`src/rtl/bcn_pkg.sv`:
```
// Shared types, format codes and arithmetic helpers for the BCn block decoder.
package bcn_pkg;

  localparam int TexelsPerBlock = 16;
  localparam int TexelIdxWidth  = 4;
  localparam int FmtWidth       = 3;

  localparam logic [FmtWidth-1:0] FMT_BC1 = 3'd0;
  localparam logic [FmtWidth-1:0] FMT_BC2 = 3'd1;
  localparam logic [FmtWidth-1:0] FMT_BC3 = 3'd2;
  localparam logic [FmtWidth-1:0] FMT_BC4 = 3'd3;
  localparam logic [FmtWidth-1:0] FMT_BC5 = 3'd4;

  typedef enum logic [2:0] {
    DIV_1,
    DIV_2,
    DIV_3,
    DIV_5,
    DIV_7
  } div_t;

  // Interpolation numerator and the constant it is to be divided by.
  typedef struct packed {
    logic [10:0] num;
    div_t        div;
  } num_t;

  function automatic logic [7:0] expand5(input logic [4:0] v);
    return {v, v[4:2]};
  endfunction

  function automatic logic [7:0] expand6(input logic [5:0] v);
    return {v, v[5:4]};
  endfunction

  // Palette entry of a colour block for one channel, before division.
  function automatic num_t colour_num(input logic [7:0] p, input logic [7:0] q,
                                      input logic [1:0] sel, input logic four);
    num_t r;
    r.num = 11'd0;
    r.div = DIV_1;
    case (sel)
      2'd0: r.num = {3'b000, p};
      2'd1: r.num = {3'b000, q};
      2'd2: begin
        if (four) begin
          r.num = {2'b00, p, 1'b0} + {3'b000, q};
          r.div = DIV_3;
        end else begin
          r.num = {3'b000, p} + {3'b000, q};
          r.div = DIV_2;
        end
      end
      default: begin
        if (four) begin
          r.num = {3'b000, p} + {2'b00, q, 1'b0};
          r.div = DIV_3;
        end
      end
    endcase
    return r;
  endfunction

  // Level of an 8-level scalar block, before division.
  function automatic num_t scalar_num(input logic [7:0] a0, input logic [7:0] a1,
                                      input logic [2:0] sel);
    num_t       r;
    logic [2:0] k;
    logic [2:0] w0;
    k     = sel - 3'd1;
    r.num = 11'd0;
    r.div = DIV_1;
    if (sel == 3'd0) begin
      r.num = {3'b000, a0};
    end else if (sel == 3'd1) begin
      r.num = {3'b000, a1};
    end else if (a0 > a1) begin
      w0    = 3'd7 - k;
      r.num = 11'(a0) * 11'(w0) + 11'(a1) * 11'(k);
      r.div = DIV_7;
    end else if (sel == 3'd6) begin
      r.num = 11'd0;
    end else if (sel == 3'd7) begin
      r.num = 11'd255;
    end else begin
      w0    = 3'd5 - k;
      r.num = 11'(a0) * 11'(w0) + 11'(a1) * 11'(k);
      r.div = DIV_5;
    end
    return r;
  endfunction

  // Truncating division by a small constant through a scaled reciprocal.
  // The scale factors are exact over the numerator ranges that occur here.
  function automatic logic [7:0] div_const(input num_t n);
    logic [23:0] prod;
    logic [7:0]  res;
    prod = 24'd0;
    res  = 8'd0;
    unique case (n.div)
      DIV_1: res = n.num[7:0];
      DIV_2: res = n.num[8:1];
      DIV_3: begin
        prod = 24'(n.num) * 24'd683;
        res  = prod[18:11];
      end
      DIV_5: begin
        prod = 24'(n.num) * 24'd1639;
        res  = prod[20:13];
      end
      DIV_7: begin
        prod = 24'(n.num) * 24'd2341;
        res  = prod[21:14];
      end
      default: res = 8'd0;
    endcase
    return res;
  endfunction

endpackage

```
`src/rtl/bcn_texture_block_decoder.sv`:
```
// BC1 to BC5 texture block decoder: one compressed block in, sixteen RGBA8 texels out.
//
//  channel | handshake          | payload
//  --------+--------------------+------------------------------------------------
//  in      | in_valid/in_stall  | in_block_low, in_block_high
//  out     | out_valid/out_stall| out_red/green/blue/alpha, out_texel_index, last
//  cfg     | cfg_wr_en          | cfg_wr_data (block format)
//
// A block yields sixteen texels, one per cycle unless out_stall holds the pipeline;
// a new block is taken as the single-texel issue counter issues the last texel.
// Each texel passes the issue stage, stage 1, stage 2 and the output stage in turn.
// Reset is synchronous and clears only valid bits, the counter and the format.
// out_stall freezes the texel pipeline; the held block waits in the issue stage.
module bcn_texture_block_decoder
  import bcn_pkg::*;
(
  input  logic                     clk,
  input  logic                     rst_n,
  input  logic                     cfg_wr_en,
  input  logic [FmtWidth-1:0]      cfg_wr_data,
  input  logic                     in_valid,
  output logic                     in_stall,
  input  logic [63:0]              in_block_low,
  input  logic [63:0]              in_block_high,
  output logic                     out_valid,
  input  logic                     out_stall,
  output logic [7:0]               out_red,
  output logic [7:0]               out_green,
  output logic [7:0]               out_blue,
  output logic [7:0]               out_alpha,
  output logic [TexelIdxWidth-1:0] out_texel_index,
  output logic                     out_last_texel
);

  logic [FmtWidth-1:0] fmt_r;

  // Issue stage: held block and texel counter.
  logic                     blk_v_r;
  logic [63:0]              blk_lo_r;
  logic [63:0]              blk_hi_r;
  logic [FmtWidth-1:0]      blk_fmt_r;
  logic [TexelIdxWidth-1:0] cnt_r;

  // Stage 1: fields of one texel.
  logic                     s1_v_r;
  logic [FmtWidth-1:0]      s1_fmt_r;
  logic [TexelIdxWidth-1:0] s1_tidx_r;
  logic [15:0]              s1_e0_r;
  logic [15:0]              s1_e1_r;
  logic [1:0]               s1_csel_r;
  logic [7:0]               s1_a0_r;
  logic [7:0]               s1_a1_r;
  logic [2:0]               s1_asel_r;
  logic [7:0]               s1_b0_r;
  logic [7:0]               s1_b1_r;
  logic [2:0]               s1_bsel_r;
  logic [3:0]               s1_nib_r;

  // Stage 2: interpolation numerators.
  logic                     s2_v_r;
  logic [FmtWidth-1:0]      s2_fmt_r;
  logic [TexelIdxWidth-1:0] s2_tidx_r;
  logic [3:0]               s2_nib_r;
  num_t                     s2_cnum_r [3];
  logic [7:0]               s2_calpha_r;
  num_t                     s2_anum_r;
  num_t                     s2_bnum_r;

  // Output stage.
  logic                     out_v_r;
  logic [7:0]               out_red_r;
  logic [7:0]               out_green_r;
  logic [7:0]               out_blue_r;
  logic [7:0]               out_alpha_r;
  logic [TexelIdxWidth-1:0] out_tidx_r;

  logic out_adv;
  logic s2_adv;
  logic s1_adv;
  logic issue;
  logic last_issue;
  logic in_acc;

  assign out_adv    = !out_v_r || !out_stall;
  assign s2_adv     = !s2_v_r || out_adv;
  assign s1_adv     = !s1_v_r || s2_adv;
  assign issue      = blk_v_r && s1_adv;
  assign last_issue = issue && (cnt_r == TexelIdxWidth'(TexelsPerBlock - 1));
  assign in_stall   = blk_v_r && !last_issue;
  assign in_acc     = in_valid && !in_stall;

  // Stage 1 field extraction.
  logic [63:0] col_word;
  assign col_word = (blk_fmt_r == FMT_BC1) ? blk_lo_r : blk_hi_r;

  // Stage 2 numerators.
  logic [7:0] p_ch [3];
  logic [7:0] q_ch [3];
  logic       four;
  num_t       cnum_nxt [3];
  num_t       anum_nxt;
  num_t       bnum_nxt;
  logic [7:0] calpha_nxt;

  always_comb begin
    p_ch[0]    = expand5(s1_e0_r[15:11]);
    p_ch[1]    = expand6(s1_e0_r[10:5]);
    p_ch[2]    = expand5(s1_e0_r[4:0]);
    q_ch[0]    = expand5(s1_e1_r[15:11]);
    q_ch[1]    = expand6(s1_e1_r[10:5]);
    q_ch[2]    = expand5(s1_e1_r[4:0]);
    four       = (s1_fmt_r != FMT_BC1) || (s1_e0_r > s1_e1_r);
    for (int ch = 0; ch < 3; ch++) begin
      cnum_nxt[ch] = colour_num(p_ch[ch], q_ch[ch], s1_csel_r, four);
    end
    // The transparent entry of a three-colour palette is black with alpha zero.
    calpha_nxt = (!four && s1_csel_r == 2'd3) ? 8'd0 : 8'd255;
    anum_nxt   = scalar_num(s1_a0_r, s1_a1_r, s1_asel_r);
    bnum_nxt   = scalar_num(s1_b0_r, s1_b1_r, s1_bsel_r);
  end

  // Output stage: divide and assemble the texel.
  logic [7:0] cval [3];
  logic [7:0] aval;
  logic [7:0] bval;
  logic [7:0] red_nxt;
  logic [7:0] green_nxt;
  logic [7:0] blue_nxt;
  logic [7:0] alpha_nxt;

  always_comb begin
    for (int ch = 0; ch < 3; ch++) begin
      cval[ch] = div_const(s2_cnum_r[ch]);
    end
    aval = div_const(s2_anum_r);
    bval = div_const(s2_bnum_r);
    red_nxt   = 8'd0;
    green_nxt = 8'd0;
    blue_nxt  = 8'd0;
    alpha_nxt = 8'd0;
    unique case (s2_fmt_r)
      FMT_BC1: begin
        red_nxt   = cval[0];
        green_nxt = cval[1];
        blue_nxt  = cval[2];
        alpha_nxt = s2_calpha_r;
      end
      FMT_BC2: begin
        red_nxt   = cval[0];
        green_nxt = cval[1];
        blue_nxt  = cval[2];
        alpha_nxt = {s2_nib_r, s2_nib_r};
      end
      FMT_BC3: begin
        red_nxt   = cval[0];
        green_nxt = cval[1];
        blue_nxt  = cval[2];
        alpha_nxt = aval;
      end
      FMT_BC4: begin
        red_nxt   = aval;
        green_nxt = aval;
        blue_nxt  = aval;
        alpha_nxt = 8'd255;
      end
      FMT_BC5: begin
        red_nxt   = aval;
        green_nxt = bval;
        alpha_nxt = 8'd255;
      end
      default: begin
        red_nxt = 8'd0;
      end
    endcase
  end

  // Control registers.
  always_ff @(posedge clk) begin
    if (!rst_n) begin
      fmt_r   <= FMT_BC1;
      blk_v_r <= 1'b0;
      cnt_r   <= '0;
      s1_v_r  <= 1'b0;
      s2_v_r  <= 1'b0;
      out_v_r <= 1'b0;
    end else begin
      if (cfg_wr_en) begin
        fmt_r <= cfg_wr_data;
      end
      if (in_acc) begin
        blk_v_r <= 1'b1;
        cnt_r   <= '0;
      end else if (issue) begin
        cnt_r <= cnt_r + 1'b1;
        if (last_issue) begin
          blk_v_r <= 1'b0;
        end
      end
      if (s1_adv) begin
        s1_v_r <= issue;
      end
      if (s2_adv) begin
        s2_v_r <= s1_v_r;
      end
      if (out_adv) begin
        out_v_r <= s2_v_r;
      end
    end
  end

  // Payload registers.
  always_ff @(posedge clk) begin
    if (in_acc) begin
      blk_lo_r  <= in_block_low;
      blk_hi_r  <= in_block_high;
      blk_fmt_r <= fmt_r;
    end
    if (s1_adv) begin
      s1_fmt_r  <= blk_fmt_r;
      s1_tidx_r <= cnt_r;
      s1_e0_r   <= col_word[15:0];
      s1_e1_r   <= col_word[31:16];
      s1_csel_r <= col_word[32 + 2 * cnt_r +: 2];
      s1_a0_r   <= blk_lo_r[7:0];
      s1_a1_r   <= blk_lo_r[15:8];
      s1_asel_r <= blk_lo_r[16 + 3 * cnt_r +: 3];
      s1_b0_r   <= blk_hi_r[7:0];
      s1_b1_r   <= blk_hi_r[15:8];
      s1_bsel_r <= blk_hi_r[16 + 3 * cnt_r +: 3];
      s1_nib_r  <= blk_lo_r[4 * cnt_r +: 4];
    end
    if (s2_adv) begin
      s2_fmt_r    <= s1_fmt_r;
      s2_tidx_r   <= s1_tidx_r;
      s2_nib_r    <= s1_nib_r;
      s2_cnum_r   <= cnum_nxt;
      s2_calpha_r <= calpha_nxt;
      s2_anum_r   <= anum_nxt;
      s2_bnum_r   <= bnum_nxt;
    end
    if (out_adv) begin
      out_red_r   <= red_nxt;
      out_green_r <= green_nxt;
      out_blue_r  <= blue_nxt;
      out_alpha_r <= alpha_nxt;
      out_tidx_r  <= s2_tidx_r;
    end
  end

  assign out_valid       = out_v_r;
  assign out_red         = out_red_r;
  assign out_green       = out_green_r;
  assign out_blue        = out_blue_r;
  assign out_alpha       = out_alpha_r;
  assign out_texel_index = out_tidx_r;
  assign out_last_texel  = (out_tidx_r == TexelIdxWidth'(TexelsPerBlock - 1));

endmodule

```
`config.mk`:
```
export PLATFORM = sky130hd
export DESIGN_NAME = bcn_texture_block_decoder
export DESIGN_NICKNAME = d
export VERILOG_FILES = /design/src/rtl/bcn_pkg.sv /design/src/rtl/bcn_texture_block_decoder.sv
export SDC_FILE = /design/constraint.sdc
export NUM_CORES = 2
export LEC_CHECK = 0
export BUFFER_PORTS_ARGS = -buffer_cell sky130_fd_sc_hd__clkbuf_2
export CORE_MARGIN = 2
export CORE_UTILIZATION = 40
export CTS_CLUSTER_DIAMETER = 80
export DETAILED_ROUTE_END_ITERATION = 8
export GPL_TIMING_DRIVEN = 0
export PLACE_DENSITY = 0.58
export SLEW_MARGIN = 10
export SYNTH_ARGS = -nofsm -noshare
export SYNTH_HDL_FRONTEND = slang
export SYNTH_SLANG_ARGS = --single-unit
```
`constraint.sdc`:
```
create_clock -name clk -period 14.8 [get_ports clk]
set_input_delay 2.96 -clock clk [delete_from_list [all_inputs] [get_ports clk]]
set_output_delay 2.96 -clock clk [all_outputs]
set_load 0.05 [all_outputs]
```
==> reports/results.txt <==
Vias in the first global route = 28,720
Share of cells above drive strength 1 = 10.38%
Nets@finish = 5,242
Commonest register cell after synthesis = edfxtp_1
Ant diodes = 0
Synth area leader = ha_1
Top-level port count = 175
Core area = 0.09986 sq mm
Initial antenna violation count = 2
Final period util = 50.49%
RSZ-0062 raised after global routing = no
Placed Cells = 5,247
DR WL/cell = 18.70 um
# hold bufs at CTS = 0
Site Rows = 116
Post-synth ARST share = 0%
Final number of setup-violating endpoints = 0
Post-CTS Setup Bufs = 0
IO buf count = 174
Minimum clock period = 7473 ps
DIE AREA = 0.1031 sq mm
DR pass1 iterations = 7
Number of gates resized after cts = 0
Slew Limit Fails = 0
Longest Clk Path Bufs = 3
Part of the Yosys area used for sequential elements = 24.44%
Startpoint Class = primary input
Hpwl dp = 84,180 um
Final hold slack = 416.3 ps
Count leader, synth = ha_1
WP data required = 11,840 ps
Antenna-violating nets left = 0
Avg Inst Size Synth = 10.70 sq um
Status = complete, no violations
Syn Std Cell Area = 0.04022 sq mm
Synth top area share = 24.36%
Synthesized flop and latch total = 331
Max cap viols = 0
Vias per cell = 5.157
Gate count after technology mapping = 3,760
TritonCTS Buffers = 43
H-tree depth = 2
Hold WC Path Type = reg -> reg
Clk slew on worst S/H paths = 50 ps
CP max FO = 15
Critical path type = in -> out
Synth cell types = 78
Reg-to-Reg Start = s1_asel_r[0]
Achievable frequency = 0.1338 GHz
Final Hold Viols = 0
CTS root buffer = clkbuf_16
1st-iter DRT viols = 1,555
HP Start = s2_tidx_r[1]
Clk_lat worst skew = 630 ps
Vias = 27,460
GPL Wtd Cong = 0.9185
Worst-Margin Slew = 1024 ps
CP Capture Type = output pin
Setup crit start = out_stall
Top post-synthesis cells by count = 783 x ha_1, 725 x inv_1, 329 x fa_1
Largest net degree at the start of global routing = 54
Final cell count without fillers = 5,325
Residual DRC = 0
Synth-to-layout area growth = 10.47%
Routed wire length = 99,580 um
GRT Util Overall = 19.87%
First-pass GRT wire length = 160,300 um
CTS tree = yes
Clk_skew = 55.57 ps
Starting Density = 40.28%
Arr. time, crit path = 4510 ps
Dominant cells by area after synthesis = ha_1 24%, edfxtp_1 24%, fa_1 16%, inv_1 6.8%, mux4_2 4.5%
Max-slew headroom = 31.28%
Gr ovfl total = 0
Clock sinks = 331
Synth Warn # = 0
Post-synth EDFFs = 320
Chip Width = 321.1 um
Die height = 321.1 um
through the flow:
stage | setup slack [ps] | TNS [ps] | util (%) | area [sq um]
after floorplan | 1955 | 0 | - | 40230
after global placement | -784.7 | -86270 | 42.79 | 42720
after detailed placement | 7308 | 0 | 43.03 | 42970
after CTS | 7305 | 0 | 44.49 | 44430
after global routing | 7207 | 0 | 44.49 | 44430
final | 7327 | 0 | 44.49 | 44430
cells by family (layout without fill, tap and decap cells):
family	count (synthesis)	after routing	share of synthesized area [%]
adder cells (fa/ha/maj)	1112	1112	40.74
buffers and inverters	799	1063	7.544
AO/OA/AOI/OAI	621	621	9.912
AND/OR/NAND/NOR	526	526	6.191
flip-flops	331	331	24.44
XOR/XNOR	209	209	4.551
multiplexers	161	161	6.617
other	1	4	0.009324
critical path: stages:
cell	delay, ps
clkbuf_2	140
nand4_1	290
buf_8	270
a41oi_1	470
clkbuf_2	370
registers in the layout (all words and copies together) (netlist names), 13 cells and up:
register	flops
s1_e0_r	16
s2_bnum_r	13
s2_anum_r	13
s1_e1_r	16
blk_hi_r	64
s2_cnum_r	32
blk_lo_r	64
final timing paths:
path,depth (start not counted),end,slack (ps)
setup reg to reg,21,s2_anum_r[13],8430
setup / recovery,5,in_stall,7330
hold reg to reg,0,out_texel_index[1],420
hold / removal,0,out_texel_index[1],420
layer usage:
metal	GRT usage, %	wire, um	vias to the layer above
met5	0	27	-
met4	5.763	2749	4
met3	2.707	4177	142
met2	32.93	46250	592
met1	27.11	46370	13260
li1	-	-	13470
cells in the final DEF, fill, tap and decap left out, types with 43 or more instances in the layout:
cell type / Yosys / final
clkbuf_16: 0 / 43
fa_1: 329 / 329
o21ai_0: 122 / 122
a21o_1: 68 / 68
clkbuf_1: 47 / 51
inv_1: 725 / 725
ha_1: 783 / 783
mux4_2: 80 / 80
xor2_1: 58 / 58
o21bai_1: 46 / 46
edfxtp_1: 320 / 320
nand2_1: 167 / 166
xnor2_1: 151 / 151
a21oi_1: 184 / 184
clkbuf_2: 0 / 174
nor2_1: 133 / 133
area by class of cell:
cell class | count | area, sq um
buffer | 72 | 305.3
clock buffer | 47 | 1091
clock inverter | 31 | 367.9
fill | 9428 | 55430
inverter | 727 | 2729
multi-input combinational | 2633 | 27390
sequential | 331 | 9829
tap | 1298 | 1624
timing repair buffer | 186 | 1090
Power is left out: the tool's default activity adds up to more than one toggle a clock period on the data nets, which glitch-free logic cannot reach.
